File: config.mk
export PLATFORM = sky130hd
export DESIGN_NAME = sss_queue
export DESIGN_NICKNAME = d
export VERILOG_FILES = /design/src/hdl/sample_set_statistics_unit_defines.svh /design/src/hdl/sss_pkg.sv /design/src/hdl/sss_queue.sv
export SDC_FILE = /design/constraint.sdc
export NUM_CORES = 1
export LEC_CHECK = 0
export BUFFER_PORTS_ARGS = -buffer_cell sky130_fd_sc_hd__buf_2
export CAP_MARGIN = 10
export CELL_PAD_IN_SITES_DETAIL_PLACEMENT = 0
export CELL_PAD_IN_SITES_GLOBAL_PLACEMENT = 1
export CORE_AREA = 4 4 159 161
export CTS_CLUSTER_SIZE = 10
export DETAILED_ROUTE_END_ITERATION = 12
export DIE_AREA = 0 0 163 165
export PLACE_DENSITY_LB_ADDON = 0.15
export SYNTH_ARGS = -nofsm -noshare
export SYNTH_HDL_FRONTEND = slang
export SYNTH_SLANG_ARGS = --single-unit
File: constraint.sdc
create_clock -name clk -period 19.4 [get_ports clk]
set_input_delay 1.94 -clock clk [delete_from_list [all_inputs] [get_ports clk]]
set_output_delay 1.94 -clock clk [all_outputs]
set_load 0.005 [all_outputs]
File: src/hdl/sample_set_statistics_unit_defines.svh
// Assertion helpers for the statistics unit.
`ifndef SAMPLE_SET_STATISTICS_UNIT_DEFINES_SVH
`define SAMPLE_SET_STATISTICS_UNIT_DEFINES_SVH

// Implication checked on every clock edge outside reset.
`define SSS_ASSERT_IMP(label, clk, rst_n, ante, cons) \
	label: assert property (@(posedge clk) disable iff (!rst_n) (ante) |-> (cons)) \
		else $error("sss: implication check failed");

// Invariant checked on every clock edge outside reset.
`define SSS_ASSERT_ALWAYS(label, clk, rst_n, cond) \
	label: assert property (@(posedge clk) disable iff (!rst_n) (cond)) \
		else $error("sss: invariant check failed");

`endif

File: src/hdl/sss_pkg.sv
`default_nettype none
package sss_pkg;

	localparam int COUNT_W    = 16;
	localparam int SAMPLE_W   = 16;
	localparam int SUM_W      = 32;
	localparam int SUMSQ_W    = 46;
	localparam int SQ_W       = 31;
	localparam int ASUM_W     = 31;
	localparam int WIDE_W     = 62;
	localparam int DIVISOR_W  = 32;
	localparam int SPLIT_W    = 23;
	localparam int PROD_W     = COUNT_W + SPLIT_W;
	localparam int ROOT_W     = 31;
	localparam int QUEUE_DEPTH = 2;

	localparam logic [COUNT_W-1:0] MAX_COUNT = 16'd65535;

	typedef struct packed {
		logic signed [SAMPLE_W-1:0] sample;
		logic                       has_sample;
		logic                       last;
	} in_item_t;

	typedef struct packed {
		logic signed [15:0] mean_value;
		logic [15:0]        std_dev;
		logic signed [15:0] min_value;
		logic signed [15:0] max_value;
		logic [15:0]        sample_count;
		logic               overflowed;
	} out_item_t;

	// Snapshot of one closed set, handed from the front to the back.
	typedef struct packed {
		logic [COUNT_W-1:0]         count;
		logic signed [SUM_W-1:0]    sum;
		logic [SUMSQ_W-1:0]         sumsq;
		logic signed [SAMPLE_W-1:0] min;
		logic signed [SAMPLE_W-1:0] max;
		logic                       ovf;
	} stats_t;

	typedef struct packed {
		logic                 start;
		logic [WIDE_W-1:0]    dividend;
		logic [DIVISOR_W-1:0] divisor;
	} div_req_t;

	typedef struct packed {
		logic              busy;
		logic              done;
		logic [WIDE_W-1:0] quotient;
	} div_rsp_t;

endpackage
`default_nettype wire

File: src/hdl/sss_queue.sv
`default_nettype none
module sss_queue (
	input  wire logic            clk,
	input  wire logic            arst_n,
	input  wire logic            push,
	input  wire sss_pkg::stats_t push_data,
	output logic                 full,
	input  wire logic            pop,
	output sss_pkg::stats_t      head,
	output logic                 empty
);

	localparam int PTR_W = (sss_pkg::QUEUE_DEPTH > 1) ? $clog2(sss_pkg::QUEUE_DEPTH) : 1;
	localparam int CNT_W = $clog2(sss_pkg::QUEUE_DEPTH + 1);

	sss_pkg::stats_t  entry_q [sss_pkg::QUEUE_DEPTH];
	logic [PTR_W-1:0] wr_ptr_q;
	logic [PTR_W-1:0] rd_ptr_q;
	logic [CNT_W-1:0] fill_q;
	logic             do_push;
	logic             do_pop;

	assign full    = (fill_q == CNT_W'(sss_pkg::QUEUE_DEPTH));
	assign empty   = (fill_q == '0);
	assign do_push = push && !full;
	assign do_pop  = pop && !empty;
	assign head    = entry_q[rd_ptr_q];

	always_ff @(posedge clk) begin
		if (do_push) begin
			entry_q[wr_ptr_q] <= push_data;
		end
	end

	always_ff @(posedge clk or negedge arst_n) begin
		if (!arst_n) begin
			wr_ptr_q <= '0;
			rd_ptr_q <= '0;
			fill_q   <= '0;
		end else begin
			if (do_push) begin
				wr_ptr_q <= (wr_ptr_q == PTR_W'(sss_pkg::QUEUE_DEPTH - 1)) ? '0
				            : wr_ptr_q + PTR_W'(1);
			end
			if (do_pop) begin
				rd_ptr_q <= (rd_ptr_q == PTR_W'(sss_pkg::QUEUE_DEPTH - 1)) ? '0
				            : rd_ptr_q + PTR_W'(1);
			end
			if (do_push && !do_pop) begin
				fill_q <= fill_q + CNT_W'(1);
			end else if (do_pop && !do_push) begin
				fill_q <= fill_q - CNT_W'(1);
			end
		end
	end

endmodule
`default_nettype wire

==> flow_metrics.env <==
export IMPL_crit_start="rd_ptr_q$_DFFE_PN0P_"
export IMPL_antenna_left=0
export IMPL_fmax_ghz=0.204
export IMPL_fin_util=0.494
export IMPL_critPathKind="register to output port"
export IMPL_clockPowerShare=0.277
export IMPL_core_area_sq_um=24000
export IMPL_power_net_switching_mw=0.464
export IMPL_ios=260
export IMPL_hold_buffers=0
export IMPL_reg2reg_depth=3
export IMPL_power_per_cell_area_nw_per_um2=147
export IMPL_comb_power_share=0.253
export IMPL_placementRows=57
export IMPL_cp_data_arrival_time_ns=2.97
export IMPL_rr_endpoint="entry_q[1][115]$_DFFE_PP_"
export IMPL_hold_path_class="register to register"
export IMPL_layout_common_cells="buf_2 (259), edfxtp_1 (254), mux2_2 (127), clkbuf_16 (31), clkbuf_1 (13)"
export IMPL_cts_tree="done"
export IMPL_p_leak_nw=4.40
export IMPL_clkSinkCount=258
export IMPL_track_usage=0.133
export IMPL_drive_above_1_share=0.601
export IMPL_grt_pass1_vias=5104
export IMPL_root_buffer="clkbuf_16"
export IMPL_layout_setup_ws_ns=14.49
export IMPL_dr_pass1_iters=6
export IMPL_io_buffers=259
export IMPL_status="completed"
export IMPL_worst_pin_slew_ns=0.918
export IMPL_ys_seq_area_frac=0.821
export IMPL_die_w_um=163
export IMPL_ys_types=14
export IMPL_hold_end="fill_q[1]$_DFFE_PN0P_"
export IMPL_rsz0062_at_grt="no"
export IMPL_yosys_area_top_type="edfxtp_1"
export IMPL_cp_end_kind="output port"
export IMPL_n_fill_cell=2059
export IMPL_final_nets=827
export IMPL_start_kind="register"
export IMPL_postCtsResizedCells=0
export IMPL_layout_commonest_cell="buf_2"
export IMPL_timing_max_cap_violations=0
export IMPL_clkTransAtPathRegs_ns=0.06
export IMPL_cts_max_path_buffers=3
export IMPL_final_area_sq_um=11800
export IMPL_slowest_stage="dfrtp_4"
export IMPL_numCtsBuffers=30
export IMPL_placed_area_sq_um=11000
export IMPL_initial_core_util=0.393
export IMPL_power_frac_seq=0.469
export IMPL_syn_nets=546
export IMPL_grt_pass1_wl_mm=27.9
export IMPL_synth_top_area_frac=0.811
export IMPL_dp_hpwl_mm=12.5
export IMPL_drv_slew=0
export IMPL_fin_worst_skew_ns=0.0102
export IMPL_internal_power_mw=1.28
export IMPL_fin_crit_sh=0.253
export IMPL_netlist_instances=414
export IMPL_dieHeight_um=165
export IMPL_clk_latency_ns=0.53
export IMPL_syn_area_per_cell_sq_um=22.7
export IMPL_place_congestion=0.741
export IMPL_crit_required_ns=17.46
export IMPL_path_cells="buf_4, mux2_2, buf_2"
export IMPL_placed_cells=987
export IMPL_overflow=0
export IMPL_synthTopCellsByArea="edfxtp_1 (81%), mux2_2 (15%), buf_6 (1.6%)"
export IMPL_antenna_found_initial=3
export IMPL_stdcell_count=1033
export IMPL_dp_slack_ns=14.95
export IMPL_max_slew_margin=0.388
export IMPL_drt_iter0_markers=348
export IMPL_ys_ff_latch=258
export IMPL_post_cts_setup_buffer_count=0
export IMPL_finalSetupTns_ns=0
export IMPL_ir_drop_v=0.0000831
export IMPL_wl_per_cell_um=18.4
export IMPL_ys_warnings_count=0
export IMPL_htreeDepth=1
export IMPL_reg2reg_slack_ns=16.76
export IMPL_reg2reg_from="fill_q[0]$_DFFE_PN0P_"
export IMPL_die_area_sq_um=26900
export IMPL_setup_violations_final=0
export IMPL_slowest_delay_ns=0.96
export IMPL_finalCriticalPeriod_ns=4.91
export IMPL_p_sw_frac=0.267
export IMPL_viasPerCell=4.64
export IMPL_drc_errors=0
export IMPL_n_antenna_cell=0
export IMPL_synthesis_area_sq_um=9410
export IMPL_vias=4796
export IMPL_routed_wirelength_mm=19.0
export IMPL_hold_viol=0
export IMPL_grt_max_degree=67
export IMPL_hold_depth=1
export IMPL_syn_to_final_growth_pct=25.8
export IMPL_min_from="fill_q[1]$_DFFE_PN0P_"
export IMPL_critical_path_max_fanout=66
worst max-delay path: cells and delay by family (launching register included):
family   cells  cell delay [ns]
buf+inv      2             0.95
mux          1             0.45
flops        1             0.96
worst max path at each step:
stage                                    to  slack, ns  cells after the start
finish                             head[25]      14.49                      3
global route                       head[62]      14.29                      3
CTS                                head[25]      14.37                      3
detailed placement                 head[25]      14.95                      3
global placement                   head[62]      14.98                      3
floorplan           entry_q[0][0]$_DFFE_PP_      11.48                      2
sequential cells by signal, indices dropped and copies added (netlist names):
register	cells
entry_q	254
fill_q	2
rd_ptr_q	1
wr_ptr_q	1
Yosys cell counts:
cell / n
and3_1: 1
buf_4: 1
buf_6: 13
dfrtp_1: 4
edfxtp_1: 254
ha_1: 1
inv_1: 2
mux2_2: 127
nand2_1: 1
nand2b_1: 1
nor2_1: 3
o21ai_0: 1
xnor2_1: 3
xor2_1: 2
power by group through the flow:
stage	logic [mW]	registers [mW]	clock network, mW
final	0.441	0.816	0.482
after global routing	0.483	0.830	0.526
after CTS	0.455	0.820	0.500
after detailed placement	0.452	0.830	0
after global placement	0.449	0.825	0
after floorplan	0.298	0.814	0
through the flow:
step	hold WS, ns	power, mW
2_1_floorplan	0.461	1.11
3_3_place_gp	0.502	1.27
3_5_place_dp	0.513	1.28
4_1_cts	0.520	1.77
5_1_grt	0.538	1.84
6_report	0.523	1.74
per-layer routing:
layer / GRT usage / share of wire
met5: 0 / 0.0017
met4: 0.0362 / 0.020
met3: 0.0469 / 0.092
met2: 0.214 / 0.47
met1: 0.173 / 0.41
final cells by class:
class	count	area, sq um	share of cell area
inverters	2	7.51	0.000634
well taps	324	405	0.0342
clock buffers	44	825	0.0696
repair buffers	263	1330	0.112
multi-input cells	140	1530	0.129
flip-flops and latches	258	7730	0.653
clock inverters	2	12.5	0.00106
kinds of logic (layout without fill, tap and decap cells):
group	Yosys count	in the layout	share of synthesized area
AND/OR/NAND/NOR	6	6	0.00293
flip-flops	258	258	0.821
multiplexers	127	127	0.152
AO/OA/AOI/OAI	1	1	0.000531
XOR/XNOR	5	5	0.00466
buffers and inverters	16	311	0.0172
adder cells (fa/ha/maj)	1	1	0.00133
No activity file was read; power rests on OpenSTA's default activity.
