===== src/hdl/sample_set_statistics_unit_defines.svh =====
// Assertion helpers for the statistics unit.
`ifndef SAMPLE_SET_STATISTICS_UNIT_DEFINES_SVH
`define SAMPLE_SET_STATISTICS_UNIT_DEFINES_SVH

// Implication checked on every clock edge outside reset.
`define SSS_ASSERT_IMP(label, clk, rst_n, ante, cons) \
	label: assert property (@(posedge clk) disable iff (!rst_n) (ante) |-> (cons)) \
		else $error("sss: implication check failed");

// Invariant checked on every clock edge outside reset.
`define SSS_ASSERT_ALWAYS(label, clk, rst_n, cond) \
	label: assert property (@(posedge clk) disable iff (!rst_n) (cond)) \
		else $error("sss: invariant check failed");

`endif


===== src/hdl/sss_pkg.sv =====
`default_nettype none
package sss_pkg;

	localparam int COUNT_W    = 16;
	localparam int SAMPLE_W   = 16;
	localparam int SUM_W      = 32;
	localparam int SUMSQ_W    = 46;
	localparam int SQ_W       = 31;
	localparam int ASUM_W     = 31;
	localparam int WIDE_W     = 62;
	localparam int DIVISOR_W  = 32;
	localparam int SPLIT_W    = 23;
	localparam int PROD_W     = COUNT_W + SPLIT_W;
	localparam int ROOT_W     = 31;
	localparam int QUEUE_DEPTH = 2;

	localparam logic [COUNT_W-1:0] MAX_COUNT = 16'd65535;

	typedef struct packed {
		logic signed [SAMPLE_W-1:0] sample;
		logic                       has_sample;
		logic                       last;
	} in_item_t;

	typedef struct packed {
		logic signed [15:0] mean_value;
		logic [15:0]        std_dev;
		logic signed [15:0] min_value;
		logic signed [15:0] max_value;
		logic [15:0]        sample_count;
		logic               overflowed;
	} out_item_t;

	// Snapshot of one closed set, handed from the front to the back.
	typedef struct packed {
		logic [COUNT_W-1:0]         count;
		logic signed [SUM_W-1:0]    sum;
		logic [SUMSQ_W-1:0]         sumsq;
		logic signed [SAMPLE_W-1:0] min;
		logic signed [SAMPLE_W-1:0] max;
		logic                       ovf;
	} stats_t;

	typedef struct packed {
		logic                 start;
		logic [WIDE_W-1:0]    dividend;
		logic [DIVISOR_W-1:0] divisor;
	} div_req_t;

	typedef struct packed {
		logic              busy;
		logic              done;
		logic [WIDE_W-1:0] quotient;
	} div_rsp_t;

endpackage
`default_nettype wire


===== src/hdl/sss_front.sv =====
`default_nettype none
module sss_front (
	input  wire logic              clk,
	input  wire logic              arst_n,
	input  wire logic              in_valid,
	output logic                   in_ready,
	input  wire sss_pkg::in_item_t in_item,
	output logic                   push,
	output sss_pkg::stats_t        push_data,
	input  wire logic              queue_full
);

	logic                                valid_s1;
	logic signed [sss_pkg::SAMPLE_W-1:0] sample_s1;
	logic [sss_pkg::SQ_W-1:0]            sq_s1;
	logic                                has_s1;
	logic                                last_s1;

	logic [sss_pkg::SAMPLE_W-1:0] mag_w;
	logic                         adv_w;
	logic                         take_w;
	sss_pkg::stats_t              acc_q;
	sss_pkg::stats_t              nx_w;

	assign mag_w = in_item.sample[sss_pkg::SAMPLE_W-1] ? (-in_item.sample) : in_item.sample;

	// A closing item may only leave stage 1 when the queue has room.
	assign adv_w    = valid_s1 && (!last_s1 || !queue_full);
	assign in_ready = !valid_s1 || adv_w;

	always_ff @(posedge clk or negedge arst_n) begin
		if (!arst_n) begin
			valid_s1 <= 1'b0;
		end else if (in_ready) begin
			valid_s1 <= in_valid;
		end
	end

	always_ff @(posedge clk) begin
		if (in_valid && in_ready) begin
			sample_s1 <= in_item.sample;
			sq_s1     <= sss_pkg::SQ_W'(mag_w) * sss_pkg::SQ_W'(mag_w);
			has_s1    <= in_item.has_sample;
			last_s1   <= in_item.last;
		end
	end

	always_comb begin
		take_w = has_s1 && (acc_q.count < sss_pkg::MAX_COUNT);
		nx_w   = acc_q;
		nx_w.ovf = acc_q.ovf | (has_s1 && !take_w);
		if (take_w) begin
			nx_w.count = acc_q.count + sss_pkg::COUNT_W'(1);
			nx_w.sum   = acc_q.sum + sss_pkg::SUM_W'(sample_s1);
			nx_w.sumsq = acc_q.sumsq + sss_pkg::SUMSQ_W'(sq_s1);
			if (acc_q.count == '0) begin
				nx_w.min = sample_s1;
				nx_w.max = sample_s1;
			end else begin
				if (sample_s1 < acc_q.min) nx_w.min = sample_s1;
				if (sample_s1 > acc_q.max) nx_w.max = sample_s1;
			end
		end
	end

	assign push      = adv_w && last_s1;
	assign push_data = nx_w;

	// Clear the running state once the set has been handed over.
	always_ff @(posedge clk or negedge arst_n) begin
		if (!arst_n) begin
			acc_q <= '0;
		end else if (adv_w) begin
			acc_q <= last_s1 ? '0 : nx_w;
		end
	end

endmodule
`default_nettype wire


===== config.mk =====
export PLATFORM = sky130hd
export DESIGN_NAME = sss_front
export DESIGN_NICKNAME = d
export VERILOG_FILES = /design/src/hdl/sample_set_statistics_unit_defines.svh /design/src/hdl/sss_pkg.sv /design/src/hdl/sss_front.sv
export SDC_FILE = /design/constraint.sdc
export NUM_CORES = 1
export LEC_CHECK = 0
export BUFFER_PORTS_ARGS = -buffer_cell sky130_fd_sc_hd__buf_2
export CAP_MARGIN = 20
export CORE_ASPECT_RATIO = 1.75
export CORE_UTILIZATION = 45
export CTS_BUF_LIST = sky130_fd_sc_hd__clkbuf_16
export CTS_CLUSTER_SIZE = 10
export DETAILED_ROUTE_END_ITERATION = 8
export RECOVER_POWER = 100
export SLEW_MARGIN = 5
export SYNTH_ARGS = -nofsm -noshare
export SYNTH_HDL_FRONTEND = slang
export SYNTH_SLANG_ARGS = --single-unit

===== constraint.sdc =====
create_clock -name clk -period 7.95 [get_ports clk]
set_clock_uncertainty 0.15 [all_clocks]
set_input_delay 0.3975 -clock clk [delete_from_list [all_inputs] [get_ports clk]]
set_output_delay 0.3975 -clock clk [all_outputs]
set_load 0.02 [all_outputs]

==> flow_metrics.py <==
metrics = {
    "grt": {
        "grt_pass1_vias": 17300,
        "overflow": 0,
        "antenna_found_initial": 0,
        "track_usage_pct": 26.1,
        "grt_max_degree": 77,
        "grt_pass1_wl_mm": 89.6,
    },
    "finish": {
        "final_util_pct": 51.0,
        "layout_common_cells": "inv_1, nand2_1, ha_1, fa_1, o21ai_0",
        "num_antenna_cells": 0,
        "layout_commonest_cell": "inv_1",
        "finalNetCount": 2759,
        "n_fill_cell": 4126,
        "layout-drive-gt1-share_pct": 6.94,
        "synthToLayoutAreaGrowth_pct": 11.9,
    },
    "logic_synthesis": {
        "synth_top_area_share_pct": 17.1,
        "synth_warnings": 0,
        "yosys.cell_types.count": 75,
        "mappedNetlistArea_um2": 19300,
        "synth_top_area_cell": "fa_1",
        "netlist_instances": 2186,
        "syn_avg_cell_area_um2": 8.85,
        "ys_ff_latch": 175,
        "ys_top_cells_by_area": "fa_1, dfrtp_1, ha_1",
        "seq_area_frac_synth_pct": 23.9,
        "ys.flop_type": "dfrtp_1",
        "synth-edff-count": 47,
        "synthArstFlopShare_pct": 73.1,
    },
    "cts": {
        "cts_root_buf": "clkbuf_16",
        "path_clk_slew_ns": 0.08,
        "clockBufferDepth": 2,
        "worstSkewPairLatency_ns": 0.46,
        "cts_buffers": 17,
        "cts_tree": "done",
        "htreeDepth": 4,
        "post_cts_buffers": 0,
        "cts.sinks": 175,
    },
    "sta": {
        "min_period_ns": 7.49,
        "worst_pin_slew_ns": 4.45,
        "fmax_mhz": 134,
        "finalCritPeriodShare_pct": 94.2,
        "finalSetupTns_ns": 0,
        "final_hold_viol_count": 0,
        "setup_viol": 0,
        "slew_viol_final": 321,
        "holdWs_ns": 0.106,
        "rsz0062_at_grt": "false",
        "setup_slack_ns": 0.462,
        "slew_headroom_pct": -197,
    },
    "setup_path": {
        "critPathMostFrequentCell": "fa_1",
        "cpPeakStageDelay_ns": 0.59,
        "required_ns": 8.00,
        "critPathKind": "in -> reg",
        "cp-end-kind": "flop",
        "worst_ep_arrival_time_ns": 7.53,
        "crit_fanout": 7,
        "reg2reg_from": "acc_q[117]",
        "path_buf_inv": 6,
        "start_kind": "primary input",
        "cp_slowest_cell": "fa_1",
        "crit_family": "adder cells",
        "crit_start": "in_item[7]",
    },
    "run": {
        "maxCapViolations": 6,
    },
    "drt": {
        "drcViolationCount": 0,
        "drtAntennaViolNets": 0,
        "vias_per_cell": 5.60,
        "vias": 16500,
        "wl_mm": 56.0,
        "drt-wirelength-per-cell_um": 19.0,
        "dr.pass1.iters": 5,
        "first_iter_violations": 920,
    },
    "die": {
        "fp.dieArea_um2": 43800,
        "die_w_um": 159,
        "start_util_pct": 45.6,
        "die_h_um": 276,
        "io_pins": 151,
        "core_region_area_um2": 42400,
        "rows": 100,
    },
    "hold_path": {
        "hold_path.class": "in -> reg",
        "hold_start": "in_item[8]",
    },
    "place": {
        "dp_hpwl_mm": 44.7,
        "pre_cts_slack_ns": -0.339,
        "gp_congestion": 0.928,
        "portBuffers": 150,
    },
    "outcome": {
        "status": "complete, but fails checks",
        "violations": "capacitance limit, slew limit",
    },
}
[kinds of logic (layout without fill, tap and decap cells)]
family | Yosys count | count (layout) | synth area share, %
buffers and inverters | 384 | 580 | 7.48
xor gates and xnor gates | 128 | 128 | 5.80
AOI/OAI and AO/OA | 523 | 523 | 18.1
adders and majority gates | 359 | 359 | 29.6
other | 2 | 11 | 0.0388
muxes | 23 | 23 | 1.30
DFF | 175 | 175 | 23.9
and+or+nand+nor | 592 | 592 | 13.8
[state kept, by name, indices dropped and copies added (netlist names)]
name and cells:
has_s1 1, acc_q 127, sq_s1 29, sample_s1 16, last_s1 1, valid_s1 1
[layout make-up]
type                       instances  area [µm²]  share of cell area (%)
timing repair buffer             253        1290                    5.95
clock buffer                      17         425                    1.96
sequential                       175        4610                    21.3
tap                              561         702                    3.24
inverter                         295        1110                    5.11
multi-input combinational       1636       13300                    61.6
clock inverter                    15         166                   0.769
[path summary, 6_finish.rpt]
| kind | end | slack, ns | cells past startpoint |
|---|---|---|---|
| min in group asynchronous | acc_q[1] | 1.92 | 2 |
| max | sq_s1[28] | 0.46 | 28 |
| min reg2reg | acc_q[8] | 0.34 | 1 |
| min | sample_s1[6] | 0.11 | 1 |
| max in group asynchronous | acc_q[51] | 2.56 | 3 |
| max reg2reg | acc_q[2] | 2.58 | 10 |
[layer usage]
metal  track usage (%)  part of all wire [%]  vias to the layer above
met5                 0                     0                        -
met4              17.2                   7.1                        0
met3              2.16                   3.0                      175
met2              51.0                    55                      397
met1              25.8                    35                     8097
li1                  -                     -                     7867
[what timing repair did]
item,in CTS,in global routing
gates resized for setup,0,4
setup endpoints to repair,0,6
hold buffers,4,0
hold endpoints to repair,78,0
[cell usage after synthesis (4+ instances only)]
master,count
o211ai_1,8
o21bai_1,9
o21a_1,22
o21ai_1,5
and2_1,10
inv_1,288
mux2i_1,6
a211oi_1,19
clkinv_1,4
xnor2_1,83
nand2_1,258
o21ai_0,162
nand4_1,27
or3_1,5
nor4_1,9
edfxtp_1,47
fa_1,165
a22o_1,39
nand2b_1,13
clkbuf_1,75
nor2_1,132
a21oi_1,86
or2_2,6
a211o_1,6
a221oi_1,5
dfrtp_1,128
mux2_2,17
buf_1,9
nor3b_1,4
a31oi_1,20
a21boi_0,8
nor3_1,29
ha_1,194
a32o_1,32
and3_1,16
and4_1,4
o31ai_1,15
nand3_1,57
buf_2,5
nor2b_1,8
xor2_1,45
a21o_1,51
[through the flow]
| step | area [µm²] | std cells |
|---|---|---|
| 2_1_floorplan | 19400 | 2195 |
| 3_3_place_gp | 21300 | 2915 |
| 3_5_place_dp | 21300 | 2916 |
| 4_1_cts | 21900 | 2952 |
| 5_1_grt | 21600 | 2952 |
| 6_report | 21600 | 2952 |
Power is not shown: default switching activity piles up to over one toggle a cycle in this logic, so the estimate is an artifact.
